==> src/sv/lcdmt_pkg.sv <==
`timescale 1ns / 1ps
// Shared types, constants and codes for the LCD mode timing controller.
package lcdmt_pkg;

   localparam int unsigned TICKS_W = 8;
   localparam int unsigned LINE_W  = 8;
   localparam int unsigned CMP_W   = 8;
   localparam int unsigned EN_W    = 4;
   localparam int unsigned LEN_W   = 10;
   localparam int unsigned ACC_W   = 11;
   localparam int unsigned CODE_W  = 2;
   localparam int unsigned DATA_W  = 32;
   localparam int unsigned ADDR_W  = 4;

   localparam logic [ACC_W-1:0]  ACC_MAX           = 11'd2047;
   localparam logic [LINE_W-1:0] FIRST_VBLANK_LINE = 8'd144;
   localparam logic [LINE_W-1:0] LAST_LINE         = 8'd153;

   localparam logic [LEN_W-1:0] OAM_CYCLES_RST    = 10'd80;
   localparam logic [LEN_W-1:0] XFER_CYCLES_RST   = 10'd172;
   localparam logic [LEN_W-1:0] HBLANK_CYCLES_RST = 10'd204;
   localparam logic [LEN_W-1:0] VBLANK_CYCLES_RST = 10'd456;

   // status enable bits
   localparam int unsigned EN_HBLANK  = 0;
   localparam int unsigned EN_VBLANK  = 1;
   localparam int unsigned EN_OAM     = 2;
   localparam int unsigned EN_COMPARE = 3;

   // register indexes, taken from paddr[3:2]
   localparam logic [1:0] REG_OAM    = 2'd0;
   localparam logic [1:0] REG_XFER   = 2'd1;
   localparam logic [1:0] REG_HBLANK = 2'd2;
   localparam logic [1:0] REG_VBLANK = 2'd3;

   // mode codes as seen on the result channel
   localparam logic [CODE_W-1:0] CODE_HBLANK = 2'd0;
   localparam logic [CODE_W-1:0] CODE_VBLANK = 2'd1;
   localparam logic [CODE_W-1:0] CODE_OAM    = 2'd2;
   localparam logic [CODE_W-1:0] CODE_XFER   = 2'd3;

   typedef enum logic [3:0] {
      MODE_HBLANK = 4'b0001,
      MODE_VBLANK = 4'b0010,
      MODE_OAM    = 4'b0100,
      MODE_XFER   = 4'b1000
   } mode_type;

   typedef struct packed {
      logic [LEN_W-1:0] oam_cycles;
      logic [LEN_W-1:0] xfer_cycles;
      logic [LEN_W-1:0] hblank_len;
      logic [LEN_W-1:0] vblank_len;
   } cfg_type;

   typedef struct packed {
      logic [TICKS_W-1:0] ticks;
      logic               lcd_on;
      logic               lcd_restart;
      logic [CMP_W-1:0]   line_compare;
      logic [EN_W-1:0]    stat_enables;
   } item_type;

   typedef struct packed {
      logic [ACC_W-1:0]  acc;
      mode_type          mode;
      logic [LINE_W-1:0] line;
      logic              match;
   } state_type;

   typedef struct packed {
      logic [CODE_W-1:0] mode;
      logic [LINE_W-1:0] line;
      logic              line_match;
      logic              stat_irq;
      logic              vblank_irq;
      logic              render_line;
      logic              frame_done;
   } result_type;

   function automatic logic [CODE_W-1:0] mode_code(mode_type m);
      logic [CODE_W-1:0] c;
      case (m)
         MODE_HBLANK: c = CODE_HBLANK;
         MODE_VBLANK: c = CODE_VBLANK;
         MODE_OAM:    c = CODE_OAM;
         MODE_XFER:   c = CODE_XFER;
         default:     c = CODE_HBLANK;
      endcase
      return c;
   endfunction

endpackage

==> src/sv/lcdmt_req_if.sv <==
`timescale 1ns / 1ps
// Input channel interface: tick item with valid/ready handshake.
interface lcdmt_req_if;
   logic                            valid;
   logic                            ready;
   logic [lcdmt_pkg::TICKS_W-1:0]   ticks;
   logic                            lcd_on;
   logic                            lcd_restart;
   logic [lcdmt_pkg::CMP_W-1:0]     line_compare;
   logic [lcdmt_pkg::EN_W-1:0]      stat_enables;

   modport source (output valid, ticks, lcd_on, lcd_restart, line_compare, stat_enables,
                   input ready);
   modport sink   (input valid, ticks, lcd_on, lcd_restart, line_compare, stat_enables,
                   output ready);
endinterface

==> src/sv/lcdmt_rsp_if.sv <==
`timescale 1ns / 1ps
// Result channel interface: mode, line and request pulses with valid/ready handshake.
interface lcdmt_rsp_if;
   logic                            valid;
   logic                            ready;
   logic [lcdmt_pkg::CODE_W-1:0]    mode;
   logic [lcdmt_pkg::LINE_W-1:0]    line;
   logic                            line_match;
   logic                            stat_irq;
   logic                            vblank_irq;
   logic                            render_line;
   logic                            frame_done;

   modport source (output valid, mode, line, line_match, stat_irq, vblank_irq,
                   render_line, frame_done,
                   input ready);
   modport sink   (input valid, mode, line, line_match, stat_irq, vblank_irq,
                   render_line, frame_done,
                   output ready);
endinterface

==> src/sv/lcdmt_csr.sv <==
`timescale 1ns / 1ps
// APB-style register file holding the four mode lengths.
module lcdmt_csr (
   input  logic                           clock,
   input  logic                           reset,
   input  logic                           csr_psel,
   input  logic                           csr_penable,
   input  logic                           csr_pwrite,
   input  logic [lcdmt_pkg::ADDR_W-1:0]   csr_paddr,
   input  logic [lcdmt_pkg::DATA_W-1:0]   csr_pwdata,
   output logic [lcdmt_pkg::DATA_W-1:0]   csr_prdata,
   output logic                           csr_pready,
   output lcdmt_pkg::cfg_type             cfg
);

   lcdmt_pkg::cfg_type cfg_ff, cfg_in;
   logic [1:0] idx;
   logic [lcdmt_pkg::LEN_W-1:0] wval, rval;
   logic wr;

   assign idx  = csr_paddr[3:2];
   assign wval = csr_pwdata[lcdmt_pkg::LEN_W-1:0];
   assign wr   = csr_psel && csr_penable && csr_pwrite;

   always_comb begin
      cfg_in = cfg_ff;
      if (wr) begin
         case (idx)
            lcdmt_pkg::REG_OAM:    cfg_in.oam_cycles  = wval;
            lcdmt_pkg::REG_XFER:   cfg_in.xfer_cycles = wval;
            lcdmt_pkg::REG_HBLANK: cfg_in.hblank_len  = wval;
            lcdmt_pkg::REG_VBLANK: cfg_in.vblank_len  = wval;
            default:               cfg_in = cfg_ff;
         endcase
      end
   end

   always_ff @(posedge clock) begin
      if (reset) begin
         cfg_ff.oam_cycles  <= lcdmt_pkg::OAM_CYCLES_RST;
         cfg_ff.xfer_cycles <= lcdmt_pkg::XFER_CYCLES_RST;
         cfg_ff.hblank_len  <= lcdmt_pkg::HBLANK_CYCLES_RST;
         cfg_ff.vblank_len  <= lcdmt_pkg::VBLANK_CYCLES_RST;
      end else begin
         cfg_ff <= cfg_in;
      end
   end

   always_comb begin
      case (idx)
         lcdmt_pkg::REG_OAM:    rval = cfg_ff.oam_cycles;
         lcdmt_pkg::REG_XFER:   rval = cfg_ff.xfer_cycles;
         lcdmt_pkg::REG_HBLANK: rval = cfg_ff.hblank_len;
         lcdmt_pkg::REG_VBLANK: rval = cfg_ff.vblank_len;
         default:               rval = '0;
      endcase
   end

   assign csr_prdata = lcdmt_pkg::DATA_W'(rval);
   assign csr_pready = 1'b1;
   assign cfg        = cfg_ff;

endmodule

==> src/sv/lcdmt_step.sv <==
`timescale 1ns / 1ps
// Next-state and result logic for one tick item.
module lcdmt_step (
   input  lcdmt_pkg::cfg_type     cfg,
   input  lcdmt_pkg::item_type    item,
   input  lcdmt_pkg::state_type   cur,
   output lcdmt_pkg::state_type   nxt,
   output lcdmt_pkg::result_type  res
);

   logic [lcdmt_pkg::ACC_W:0]    sum;
   logic [lcdmt_pkg::ACC_W-1:0]  acc;
   logic [lcdmt_pkg::LINE_W-1:0] line_adv;
   logic                         hit;
   logic                         stat, vbl, rend, frame;

   // line after a line change, wrapping past the last vblank line
   assign line_adv = (cur.line >= lcdmt_pkg::LAST_LINE) ? '0 : cur.line + 8'd1;
   assign hit      = (line_adv == item.line_compare);

   always_comb begin
      nxt   = cur;
      stat  = 1'b0;
      vbl   = 1'b0;
      rend  = 1'b0;
      frame = 1'b0;
      if (item.lcd_restart) begin
         nxt.acc  = '0;
         nxt.mode = lcdmt_pkg::MODE_HBLANK;
      end
      sum = {1'b0, nxt.acc} + (lcdmt_pkg::ACC_W + 1)'(item.ticks);
      acc = sum[lcdmt_pkg::ACC_W] ? lcdmt_pkg::ACC_MAX : sum[lcdmt_pkg::ACC_W-1:0];
      if (item.lcd_on) begin
         nxt.acc = acc;
         case (nxt.mode)
            lcdmt_pkg::MODE_OAM: begin
               if (acc >= lcdmt_pkg::ACC_W'(cfg.oam_cycles)) begin
                  nxt.acc  = '0;
                  nxt.mode = lcdmt_pkg::MODE_XFER;
               end
            end
            lcdmt_pkg::MODE_XFER: begin
               if (acc >= lcdmt_pkg::ACC_W'(cfg.xfer_cycles)) begin
                  nxt.acc  = '0;
                  nxt.mode = lcdmt_pkg::MODE_HBLANK;
                  rend     = 1'b1;
                  stat     = item.stat_enables[lcdmt_pkg::EN_HBLANK];
               end
            end
            lcdmt_pkg::MODE_HBLANK: begin
               if (acc >= lcdmt_pkg::ACC_W'(cfg.hblank_len)) begin
                  nxt.acc   = '0;
                  nxt.line  = line_adv;
                  nxt.match = hit;
                  if (line_adv == lcdmt_pkg::FIRST_VBLANK_LINE) begin
                     nxt.mode = lcdmt_pkg::MODE_VBLANK;
                     vbl      = 1'b1;
                     stat     = item.stat_enables[lcdmt_pkg::EN_VBLANK];
                  end else begin
                     nxt.mode = lcdmt_pkg::MODE_OAM;
                     stat     = item.stat_enables[lcdmt_pkg::EN_OAM];
                  end
                  stat = stat | (hit && item.stat_enables[lcdmt_pkg::EN_COMPARE]);
               end
            end
            default: begin
               if (acc >= lcdmt_pkg::ACC_W'(cfg.vblank_len)) begin
                  nxt.acc   = '0;
                  nxt.line  = line_adv;
                  nxt.match = hit;
                  if (line_adv == '0) begin
                     nxt.mode = lcdmt_pkg::MODE_OAM;
                     frame    = 1'b1;
                     stat     = item.stat_enables[lcdmt_pkg::EN_OAM];
                  end
                  stat = stat | (hit && item.stat_enables[lcdmt_pkg::EN_COMPARE]);
               end
            end
         endcase
      end
   end

   always_comb begin
      res.mode        = lcdmt_pkg::mode_code(nxt.mode);
      res.line        = nxt.line;
      res.line_match  = nxt.match;
      res.stat_irq    = stat;
      res.vblank_irq  = vbl;
      res.render_line = rend;
      res.frame_done  = frame;
   end

endmodule

==> src/sv/lcd_mode_timing_controller.sv <==
`timescale 1ns / 1ps
// Top level of the LCD mode timing controller.
//
//   channel  ports        direction  carries
//   -------  -----------  ---------  ----------------------------------------
//   input    req_ch       sink       ticks, lcd_on, lcd_restart, compare, enables
//   result   rsp_ch       source     mode, line, match flag, four request pulses
//   config   csr_*        APB slave  four 10-bit mode lengths at 0x0..0xC
//
// One item per cycle sustained while the result channel is not stalled; an accepted item
// passes the input register, then the mode/line update into the result register.
// Reset is synchronous: mode hblank, line 0, accumulator and match flag cleared,
// lengths at their defaults. A stalled result holds in the output register; the input
// register still takes a new item in the cycle the result is taken.
module lcd_mode_timing_controller (
   input  logic                           clock,
   input  logic                           reset,
   lcdmt_req_if.sink                      req_ch,
   lcdmt_rsp_if.source                    rsp_ch,
   input  logic                           csr_psel,
   input  logic                           csr_penable,
   input  logic                           csr_pwrite,
   input  logic [lcdmt_pkg::ADDR_W-1:0]   csr_paddr,
   input  logic [lcdmt_pkg::DATA_W-1:0]   csr_pwdata,
   output logic [lcdmt_pkg::DATA_W-1:0]   csr_prdata,
   output logic                           csr_pready
);

   lcdmt_pkg::cfg_type    cfg;
   lcdmt_pkg::item_type   item_ff, item_in;
   lcdmt_pkg::state_type  state_ff, state_nxt;
   lcdmt_pkg::result_type res_ff, res_nxt;
   logic                  item_vld_ff, item_vld_in;
   logic                  res_vld_ff, res_vld_in;
   logic                  advance, take;

   lcdmt_csr u_csr (
      .clock       (clock),
      .reset       (reset),
      .csr_psel    (csr_psel),
      .csr_penable (csr_penable),
      .csr_pwrite  (csr_pwrite),
      .csr_paddr   (csr_paddr),
      .csr_pwdata  (csr_pwdata),
      .csr_prdata  (csr_prdata),
      .csr_pready  (csr_pready),
      .cfg         (cfg)
   );

   lcdmt_step u_step (
      .cfg  (cfg),
      .item (item_ff),
      .cur  (state_ff),
      .nxt  (state_nxt),
      .res  (res_nxt)
   );

   assign advance      = item_vld_ff && (!res_vld_ff || rsp_ch.ready);
   assign req_ch.ready = !item_vld_ff || advance;
   assign take         = req_ch.valid && req_ch.ready;

   always_comb begin
      item_in.ticks        = req_ch.ticks;
      item_in.lcd_on       = req_ch.lcd_on;
      item_in.lcd_restart  = req_ch.lcd_restart;
      item_in.line_compare = req_ch.line_compare;
      item_in.stat_enables = req_ch.stat_enables;
      item_vld_in = take || (item_vld_ff && !advance);
      res_vld_in  = advance || (res_vld_ff && !rsp_ch.ready);
   end

   always_ff @(posedge clock) begin
      if (reset) begin
         item_vld_ff <= 1'b0;
         res_vld_ff  <= 1'b0;
         state_ff    <= '{acc: '0, mode: lcdmt_pkg::MODE_HBLANK, line: '0, match: 1'b0};
      end else begin
         item_vld_ff <= item_vld_in;
         res_vld_ff  <= res_vld_in;
         if (advance) begin
            state_ff <= state_nxt;
         end
      end
   end

   always_ff @(posedge clock) begin
      if (take) begin
         item_ff <= item_in;
      end
      if (advance) begin
         res_ff <= res_nxt;
      end
   end

   assign rsp_ch.valid       = res_vld_ff;
   assign rsp_ch.mode        = res_ff.mode;
   assign rsp_ch.line        = res_ff.line;
   assign rsp_ch.line_match  = res_ff.line_match;
   assign rsp_ch.stat_irq    = res_ff.stat_irq;
   assign rsp_ch.vblank_irq  = res_ff.vblank_irq;
   assign rsp_ch.render_line = res_ff.render_line;
   assign rsp_ch.frame_done  = res_ff.frame_done;

   a_mode_onehot: assert property (@(posedge clock) disable iff (reset)
      $onehot(state_ff.mode))
      else $error("mode register lost its one-hot code");

   a_line_range: assert property (@(posedge clock) disable iff (reset)
      rsp_ch.valid |-> (rsp_ch.line <= lcdmt_pkg::LAST_LINE))
      else $error("result line beyond last line");

   a_vblank_entry: assert property (@(posedge clock) disable iff (reset)
      (rsp_ch.valid && rsp_ch.vblank_irq) |->
         (rsp_ch.line == lcdmt_pkg::FIRST_VBLANK_LINE && rsp_ch.mode == lcdmt_pkg::CODE_VBLANK))
      else $error("vblank request away from first vblank line");

   a_frame_wrap: assert property (@(posedge clock) disable iff (reset)
      (rsp_ch.valid && rsp_ch.frame_done) |->
         (rsp_ch.line == '0 && rsp_ch.mode == lcdmt_pkg::CODE_OAM))
      else $error("frame end without wrap to line zero in oam search");

   a_accept_flow: assert property (@(posedge clock) disable iff (reset)
      (req_ch.valid && req_ch.ready) |=> item_vld_ff)
      else $error("accepted item not held in input register");

endmodule

==> src/flat_wrapper.sv <==
// flat-port wrapper written by rule: the top's interface ports become plain ports
module lcd_mode_timing_controller_flat 
  (clock, reset, csr_psel, csr_penable, csr_pwrite, csr_paddr, csr_pwdata, csr_prdata, csr_pready, req_ch_valid, req_ch_ticks, req_ch_lcd_on, req_ch_lcd_restart, req_ch_line_compare, req_ch_stat_enables, req_ch_ready, rsp_ch_valid, rsp_ch_mode, rsp_ch_line, rsp_ch_line_match, rsp_ch_stat_irq, rsp_ch_vblank_irq, rsp_ch_render_line, rsp_ch_frame_done, rsp_ch_ready);
  lcdmt_req_if req_ch_i ();
  lcdmt_rsp_if rsp_ch_i ();
  input  logic clock;
  input  logic reset;
  input  logic csr_psel;
  input  logic csr_penable;
  input  logic csr_pwrite;
  input  logic [lcdmt_pkg::ADDR_W-1:0] csr_paddr;
  input  logic [lcdmt_pkg::DATA_W-1:0] csr_pwdata;
  output logic [lcdmt_pkg::DATA_W-1:0] csr_prdata;
  output logic csr_pready;
  input wire logic [$bits(req_ch_i.valid)-1:0] req_ch_valid;
  input wire logic [$bits(req_ch_i.ticks)-1:0] req_ch_ticks;
  input wire logic [$bits(req_ch_i.lcd_on)-1:0] req_ch_lcd_on;
  input wire logic [$bits(req_ch_i.lcd_restart)-1:0] req_ch_lcd_restart;
  input wire logic [$bits(req_ch_i.line_compare)-1:0] req_ch_line_compare;
  input wire logic [$bits(req_ch_i.stat_enables)-1:0] req_ch_stat_enables;
  output wire logic [$bits(req_ch_i.ready)-1:0] req_ch_ready;
  output wire logic [$bits(rsp_ch_i.valid)-1:0] rsp_ch_valid;
  output wire logic [$bits(rsp_ch_i.mode)-1:0] rsp_ch_mode;
  output wire logic [$bits(rsp_ch_i.line)-1:0] rsp_ch_line;
  output wire logic [$bits(rsp_ch_i.line_match)-1:0] rsp_ch_line_match;
  output wire logic [$bits(rsp_ch_i.stat_irq)-1:0] rsp_ch_stat_irq;
  output wire logic [$bits(rsp_ch_i.vblank_irq)-1:0] rsp_ch_vblank_irq;
  output wire logic [$bits(rsp_ch_i.render_line)-1:0] rsp_ch_render_line;
  output wire logic [$bits(rsp_ch_i.frame_done)-1:0] rsp_ch_frame_done;
  input wire logic [$bits(rsp_ch_i.ready)-1:0] rsp_ch_ready;
  assign req_ch_i.valid = req_ch_valid;
  assign req_ch_i.ticks = req_ch_ticks;
  assign req_ch_i.lcd_on = req_ch_lcd_on;
  assign req_ch_i.lcd_restart = req_ch_lcd_restart;
  assign req_ch_i.line_compare = req_ch_line_compare;
  assign req_ch_i.stat_enables = req_ch_stat_enables;
  assign req_ch_ready = req_ch_i.ready;
  assign rsp_ch_valid = rsp_ch_i.valid;
  assign rsp_ch_mode = rsp_ch_i.mode;
  assign rsp_ch_line = rsp_ch_i.line;
  assign rsp_ch_line_match = rsp_ch_i.line_match;
  assign rsp_ch_stat_irq = rsp_ch_i.stat_irq;
  assign rsp_ch_vblank_irq = rsp_ch_i.vblank_irq;
  assign rsp_ch_render_line = rsp_ch_i.render_line;
  assign rsp_ch_frame_done = rsp_ch_i.frame_done;
  assign rsp_ch_i.ready = rsp_ch_ready;
  lcd_mode_timing_controller u_core (.clock(clock), .reset(reset), .req_ch(req_ch_i), .rsp_ch(rsp_ch_i), .csr_psel(csr_psel), .csr_penable(csr_penable), .csr_pwrite(csr_pwrite), .csr_paddr(csr_paddr), .csr_pwdata(csr_pwdata), .csr_prdata(csr_prdata), .csr_pready(csr_pready));
endmodule
==> config.mk <==
export PLATFORM = sky130hd
export DESIGN_NAME = lcd_mode_timing_controller_flat
export DESIGN_NICKNAME = d
export VERILOG_FILES = /design/src/sv/lcdmt_pkg.sv /design/src/sv/lcdmt_req_if.sv /design/src/sv/lcdmt_rsp_if.sv /design/src/sv/lcdmt_csr.sv /design/src/sv/lcdmt_step.sv /design/src/sv/lcd_mode_timing_controller.sv /design/src/flat_wrapper.sv
export SDC_FILE = /design/constraint.sdc
export NUM_CORES = 1
export LEC_CHECK = 0
export BUFFER_PORTS_ARGS = -buffer_cell sky130_fd_sc_hd__buf_2
export CAP_MARGIN = 40
export CORE_MARGIN = 4
export CORE_UTILIZATION = 45
export DETAILED_ROUTE_END_ITERATION = 12
export PLACE_DENSITY = 0.74
export RECOVER_POWER = 100
export SYNTH_ARGS = -nofsm -noshare
export SYNTH_HDL_FRONTEND = slang
export SYNTH_HIERARCHICAL = 1
export SYNTH_SLANG_ARGS = --single-unit
export TNS_END_PERCENT = 20
==> constraint.sdc <==
create_clock -name clock -period 12.75 [get_ports clock]
set_input_delay 0 -clock clock [delete_from_list [all_inputs] [get_ports clock]]
set_output_delay 0 -clock clock [all_outputs]
set_load 0.02 [all_outputs]
# After elaboration in Yosys (flattened, before gate mapping)
# Cells that the tools add are included.
dict set report op_classes {
  magnitude_cmp 5
  addsub 2
  mux 29
  shift 0
  n_eq_ne 11
  multipliers 0
  reduce_logical 26
  n_bitwise 4
  div_mod_pow 0
}
# op n
set op_table {}
lappend op_table {{$mux 24} 3}
lappend op_table {{$mux 15} 3}
lappend op_table {{$pmux 15 s3} 1}
lappend op_table {{$ge 11x10->1} 4}
lappend op_table {{$pmux 10 s4} 1}
lappend op_table {{$pmux 9 s2} 1}
lappend op_table {{$mux 1} 14}
lappend op_table {{$add 11x8->12} 1}
lappend op_table {{$mux 11} 1}
lappend op_table {{$reduce_and 2->1} 5}
lappend op_table {{$add 8x1->8 const B} 1}
lappend op_table {{$eq 4x3->1 const B} 2}
lappend op_table {{$eq 4x4->1 const B} 2}
lappend op_table {{$eq 8x8->1} 1}
lappend op_table {{$eq 8x8->1 const B} 1}
lappend op_table {{$ge 8x8->1 const B} 1}
lappend op_table {{$logic_not 8->1} 1}
lappend op_table {{$mux 8} 1}
lappend op_table {{$logic_and 1x1->1} 7}
lappend op_table {{$pmux 2 s3} 1}
lappend op_table {{$reduce_or 5->1} 1}
lappend op_table {{$eq 2x2->1 const B} 2}
lappend op_table {{$eq 4x1->1 const B} 1}
lappend op_table {{$eq 4x2->1 const B} 1}
lappend op_table {{12 further kinds} 20}
dict set report totals {
  inputBits 65
  rom_bits 0
  ramBits 0
  register_bits 103
  out_inout_bits 50
  wordCells 99
  memories 0
  latchBits 0
}

# Depth between registers and ports, before layout
dict set report depth {
  word_depth 10
  ltp_mapped 24
  mapped_depth_nobuf 21
}

# By module
# Netlist, hierarchy kept.
# module cells_per_inst area_each_um2 instances seq_area_each_um2
set by_module_without_submodules {}
lappend by_module_without_submodules {lcdmt_step 398 2746.4 1 0.0}
lappend by_module_without_submodules {lcd_mode_timing_controller 151 2284.7 1 1631.6}
lappend by_module_without_submodules {lcdmt_csr 202 2068.2 1 800.8}

# Worst setup path before layout
# Ideal clock, no wire load.
dict set report synth_path {
  path_type {register to register}
  start {reg u_core/item_ff[12] (netlist bit)}
  end {reg u_core.res_ff (netlist bit u_core/rsp_ch.line[6]), data pin}
  setup_slack_ps 7829
  required_ps 12499
  synth_period_minus_slack_ps 4921
  stages_incl_launch_ff 21
  setup_time_ps 251
  arrival_time_ps 4670
  n_path_buf 5
  cell_sequence {edfxtp_1 -> clkbuf_1 -> clkbuf_1 -> nand2b_1 -> inv_1 -> ha_1 -> a211oi_1 -> nor3_1 -> o31a_1 -> buf_2 -> o21bai_1 -> ha_1 -> nand4_1 -> o31ai_1 -> o22ai_1 -> mux2_2 -> a311oi_1 -> clkbuf_1 -> nand2_1 -> a32o_1 -> buf_4}
}
# item line
set synth_rtl {}
lappend synth_rtl {{start, declared} lcd_mode_timing_controller.sv:30} ;# lcdmt_pkg::item_type item_ff, item_in;
lappend synth_rtl {{start signal, assigned} lcd_mode_timing_controller.sv:88} ;# item_ff <= item_in;
lappend synth_rtl {{end signal, assigned} lcd_mode_timing_controller.sv:91} ;# res_ff <= res_nxt;
lappend synth_rtl {{end, declared} lcd_mode_timing_controller.sv:32} ;# lcdmt_pkg::result_type res_ff, res_nxt;

==> run summary <==
Critical Path AT - 6.10 ns
syn_area_per_cell - 9.453 um^2
count of TritonRoute iterations in the first routing pass - 4
first-pass GRT wire length - 25720 um
Rows - 45
Tmin final - 5.819 ns
Routed Antenna Nets - 0
Fillers - 1446
critical path's slowest cell - edfxtp_1
Worst setup SP type - register
PwrDens - 93.46 nW/um^2
die width - 133.6 um
proportion of layout cells with a drive suffix above 1 - 0.1007
largest net degree at the start of global routing - 108
crit-path max cell delay - 0.81 ns
Final period util - 0.4564
worst-path fanout max - 21
Synth Register Bits - 103
Port Buf Inserts - 67
sequential area share after synthesis - 0.3426
Power Total - 738.2 uW
critical-path cell list - nand2b_1 -> inv_1 -> ha_1 -> a211oi_1 -> nor3_1 -> o31a_1 -> nor2_1 -> ha_1 -> nand2b_1 -> a211oi_1 -> o31ai_1 -> o22ai_1 -> nand4b_1 -> a41oi_1 -> nand2_1 -> o2bb2ai_1 -> nand2b_1 -> mux2i_1
RSZ-0062 raised after global routing - false
Peak VDD IR - 0.07631 mV
Clock Pin Slew Worst Setup and Hold Paths - 0.08 ns
top cell type's share of synthesized area - 0.1861
clk_lat worst skew - 0.36 ns
Worst Path Required - 13.03 ns
global route overflow - 0
H-Tree Depth - 3
synth top area cells - dfxtp_1 (19%), edfxtp_1 (16%), ha_1 (9.0%), mux2i_1 (8.6%), nand2b_1 (7.9%)
endpoints failing setup - 0
failing checks - capacitance limit, slew limit
area grow syn2layout - 11.26%
number of flops mapped to enable cells by yosys - 37
CTS Hold Buffers Added - 35
Worst setup EP type - register
status - finished with violations
CTS tree - yes
Root Driver - clkbuf_16
Via Count - 5424
Post-Route Skew - 0.01453 ns
CTS buffer count - 9
most used cell, CP - nand2b_1
Total GRT Usage - 0.1770
Slew @ Worst Pin - 3.642 ns
Main synth FF type - dfxtp_1
Max Root-Sink Buffers - 2
final setup TNS - 0 ns
DIE HEIGHT - 133.6 um
final weighted congestion in routability-driven placement - 0.8516
fmax - 171.8 MHz
Final Hold Viols - 0
DP Wirelength - 11020 um
initial antenna violation count - 0
DR DRC count - 0
cts repair resizes - 0
Unique masters post-synth - 74
Leak - 3.218 nW
area leader, netlist - dfxtp_1
routed len/inst - 14.95 um
core footprint - 15310 um^2
normalized max-slew margin - -1.428
Vias/cell - 5.236
Die Footprint - 17850 um^2
Detailed Route WL - 15490 um
Post-synth ARST share - 0
clock sink count - 103
YS warnings - 6
Mapped Area - 7099 um^2
NumNets Final - 936
hold crit path type - input pin to register
Final Max Tran Viols - 123
Post-CTS Setup Inserts - 0
iteration-0 DRC count of the detailed router - 356
io pins - 115
gate count after technology mapping - 751
max cap viols - 3
Crit Path Class - register to register
WHS - 0.1397 ns
starting density of the core - 0.4636
vias in the first global route - 5215
-- logic make-up after synthesis --
logic type      after synthesis  synth area share
compound gates              123            0.1227
fa+ha+maj                    52           0.09270
simple gates                254            0.2020
buf+inv                     128           0.09764
other cells                   2          0.001058
xor+xnor                     14           0.01727
flops                       103            0.3426
mux                          75            0.1241
-- metal layers --
metal | vias to the layer above | track usage | part of all wire
li1 | 2739 | - | -
met1 | 2544 | 0.2309 | 0.46
met2 | 117 | 0.2940 | 0.48
met3 | 24 | 0.03512 | 0.039
met4 | 0 | 0.06057 | 0.018
met5 | - | 0 | 0
-- sequential cells by signal, summed over array words and instances, names as in the netlist, 2 cells and up --
register            flops
u_core/item_ff         22
u_core/rsp_ch.line      8
u_core/rsp_ch.mode      2
u_core/state_ff        24
u_core/u_csr/cfg       40
-- cell usage after synthesis, types with 3 or more instances --
master	instances
or3_1	3
and2_1	3
buf_2	6
nor2b_1	17
mux2_2	4
o21a_1	10
a21o_1	5
ha_1	51
nor2_1	52
dfxtp_1	66
a211oi_1	7
a31o_2	5
a31oi_1	4
nand4b_1	3
nand2b_1	90
and3_1	8
clkbuf_1	20
nor3_1	10
inv_1	57
o21ai_0	26
nand3b_1	3
buf_6	4
a311o_1	3
mux4_2	10
xnor2_1	10
o31ai_1	3
o2bb2ai_1	7
buf_4	38
edfxtp_1	37
o21ai_1	5
nand3_1	14
nand2_1	26
o21bai_1	3
mux2i_1	61
nand4_1	7
xor2_1	4
a21oi_1	23
-- worst max-delay path: cells and delay by family (launching register included) --
family,cells,cell delay [ns]
AOI/OAI and AO/OA,7,2.61
and+or+nand+nor,7,1.53
muxes,1,0.14
adders and majority gates,2,0.60
DFF,1,0.81
buffers and inverters,1,0.06
-- per-stage QoR --
step                      worst slack [ns]  cells    util  instance area (um^2)
final                                6.931   1036  0.5158                  7899
after global routing                 6.355   1035  0.5156                  7896
after CTS                            7.002   1035  0.5209                  7978
after detailed placement             7.036    984  0.4799                  7350
after global placement               7.135    983  0.4794                  7342
after floorplan                      7.829    772       -                  7178
-- cell usage in the layout (no fill, tap or decap), drive strengths merged, types with 11 or more instances in the layout --
| cell type | n |
|---|---|
| dfxtp | 66 |
| clkbuf | 41 |
| ha | 51 |
| dlygate4sd3 | 35 |
| nand3 | 15 |
| nand2 | 26 |
| mux2i | 61 |
| o21ai | 31 |
| nand2b | 90 |
| buf | 40 |
| inv | 61 |
| edfxtp | 37 |
| nor2b | 19 |
| nor3 | 11 |
| conb | 23 |
| nor2 | 52 |
| a21oi | 23 |
-- report_power, final --
group	switching, mW	total, mW	leakage [nW]	internal, mW
clock	0.130	0.264	0.137	0.135
combinational	0.0663	0.116	2.19	0.0499
sequential	0.00729	0.358	0.890	0.351
-- final cells by class --
class | instances | area, um^2 | share of cell area
diodes | 1 | 2.502 | 0.0003168
repair buffers | 107 | 673.1 | 0.08522
clock inverters | 7 | 52.55 | 0.006653
inverters | 57 | 214.0 | 0.02709
well taps | 211 | 264.0 | 0.03342
clock buffers | 9 | 225.2 | 0.02851
multi-input cells | 541 | 4035 | 0.5109
flip-flops and latches | 103 | 2432 | 0.3079
-- worst paths after layout --
| path | from | to | slack [ns] | cells after the start |
|---|---|---|---|---|
| worst max register to register | u_core/item_ff[12] | u_core/state_ff[20] | 6.93 | 18 |
| worst max-delay path | u_core/item_ff[12] | u_core/state_ff[20] | 6.93 | 18 |
| worst min register to register | u_core/state_ff[18] | u_core/state_ff[18] | 0.47 | 2 |
| worst min-delay path | csr_pwrite | u_core/u_csr/cfg[15] | 0.14 | 4 |
Note: power is estimated with default switching activity, not from simulation.
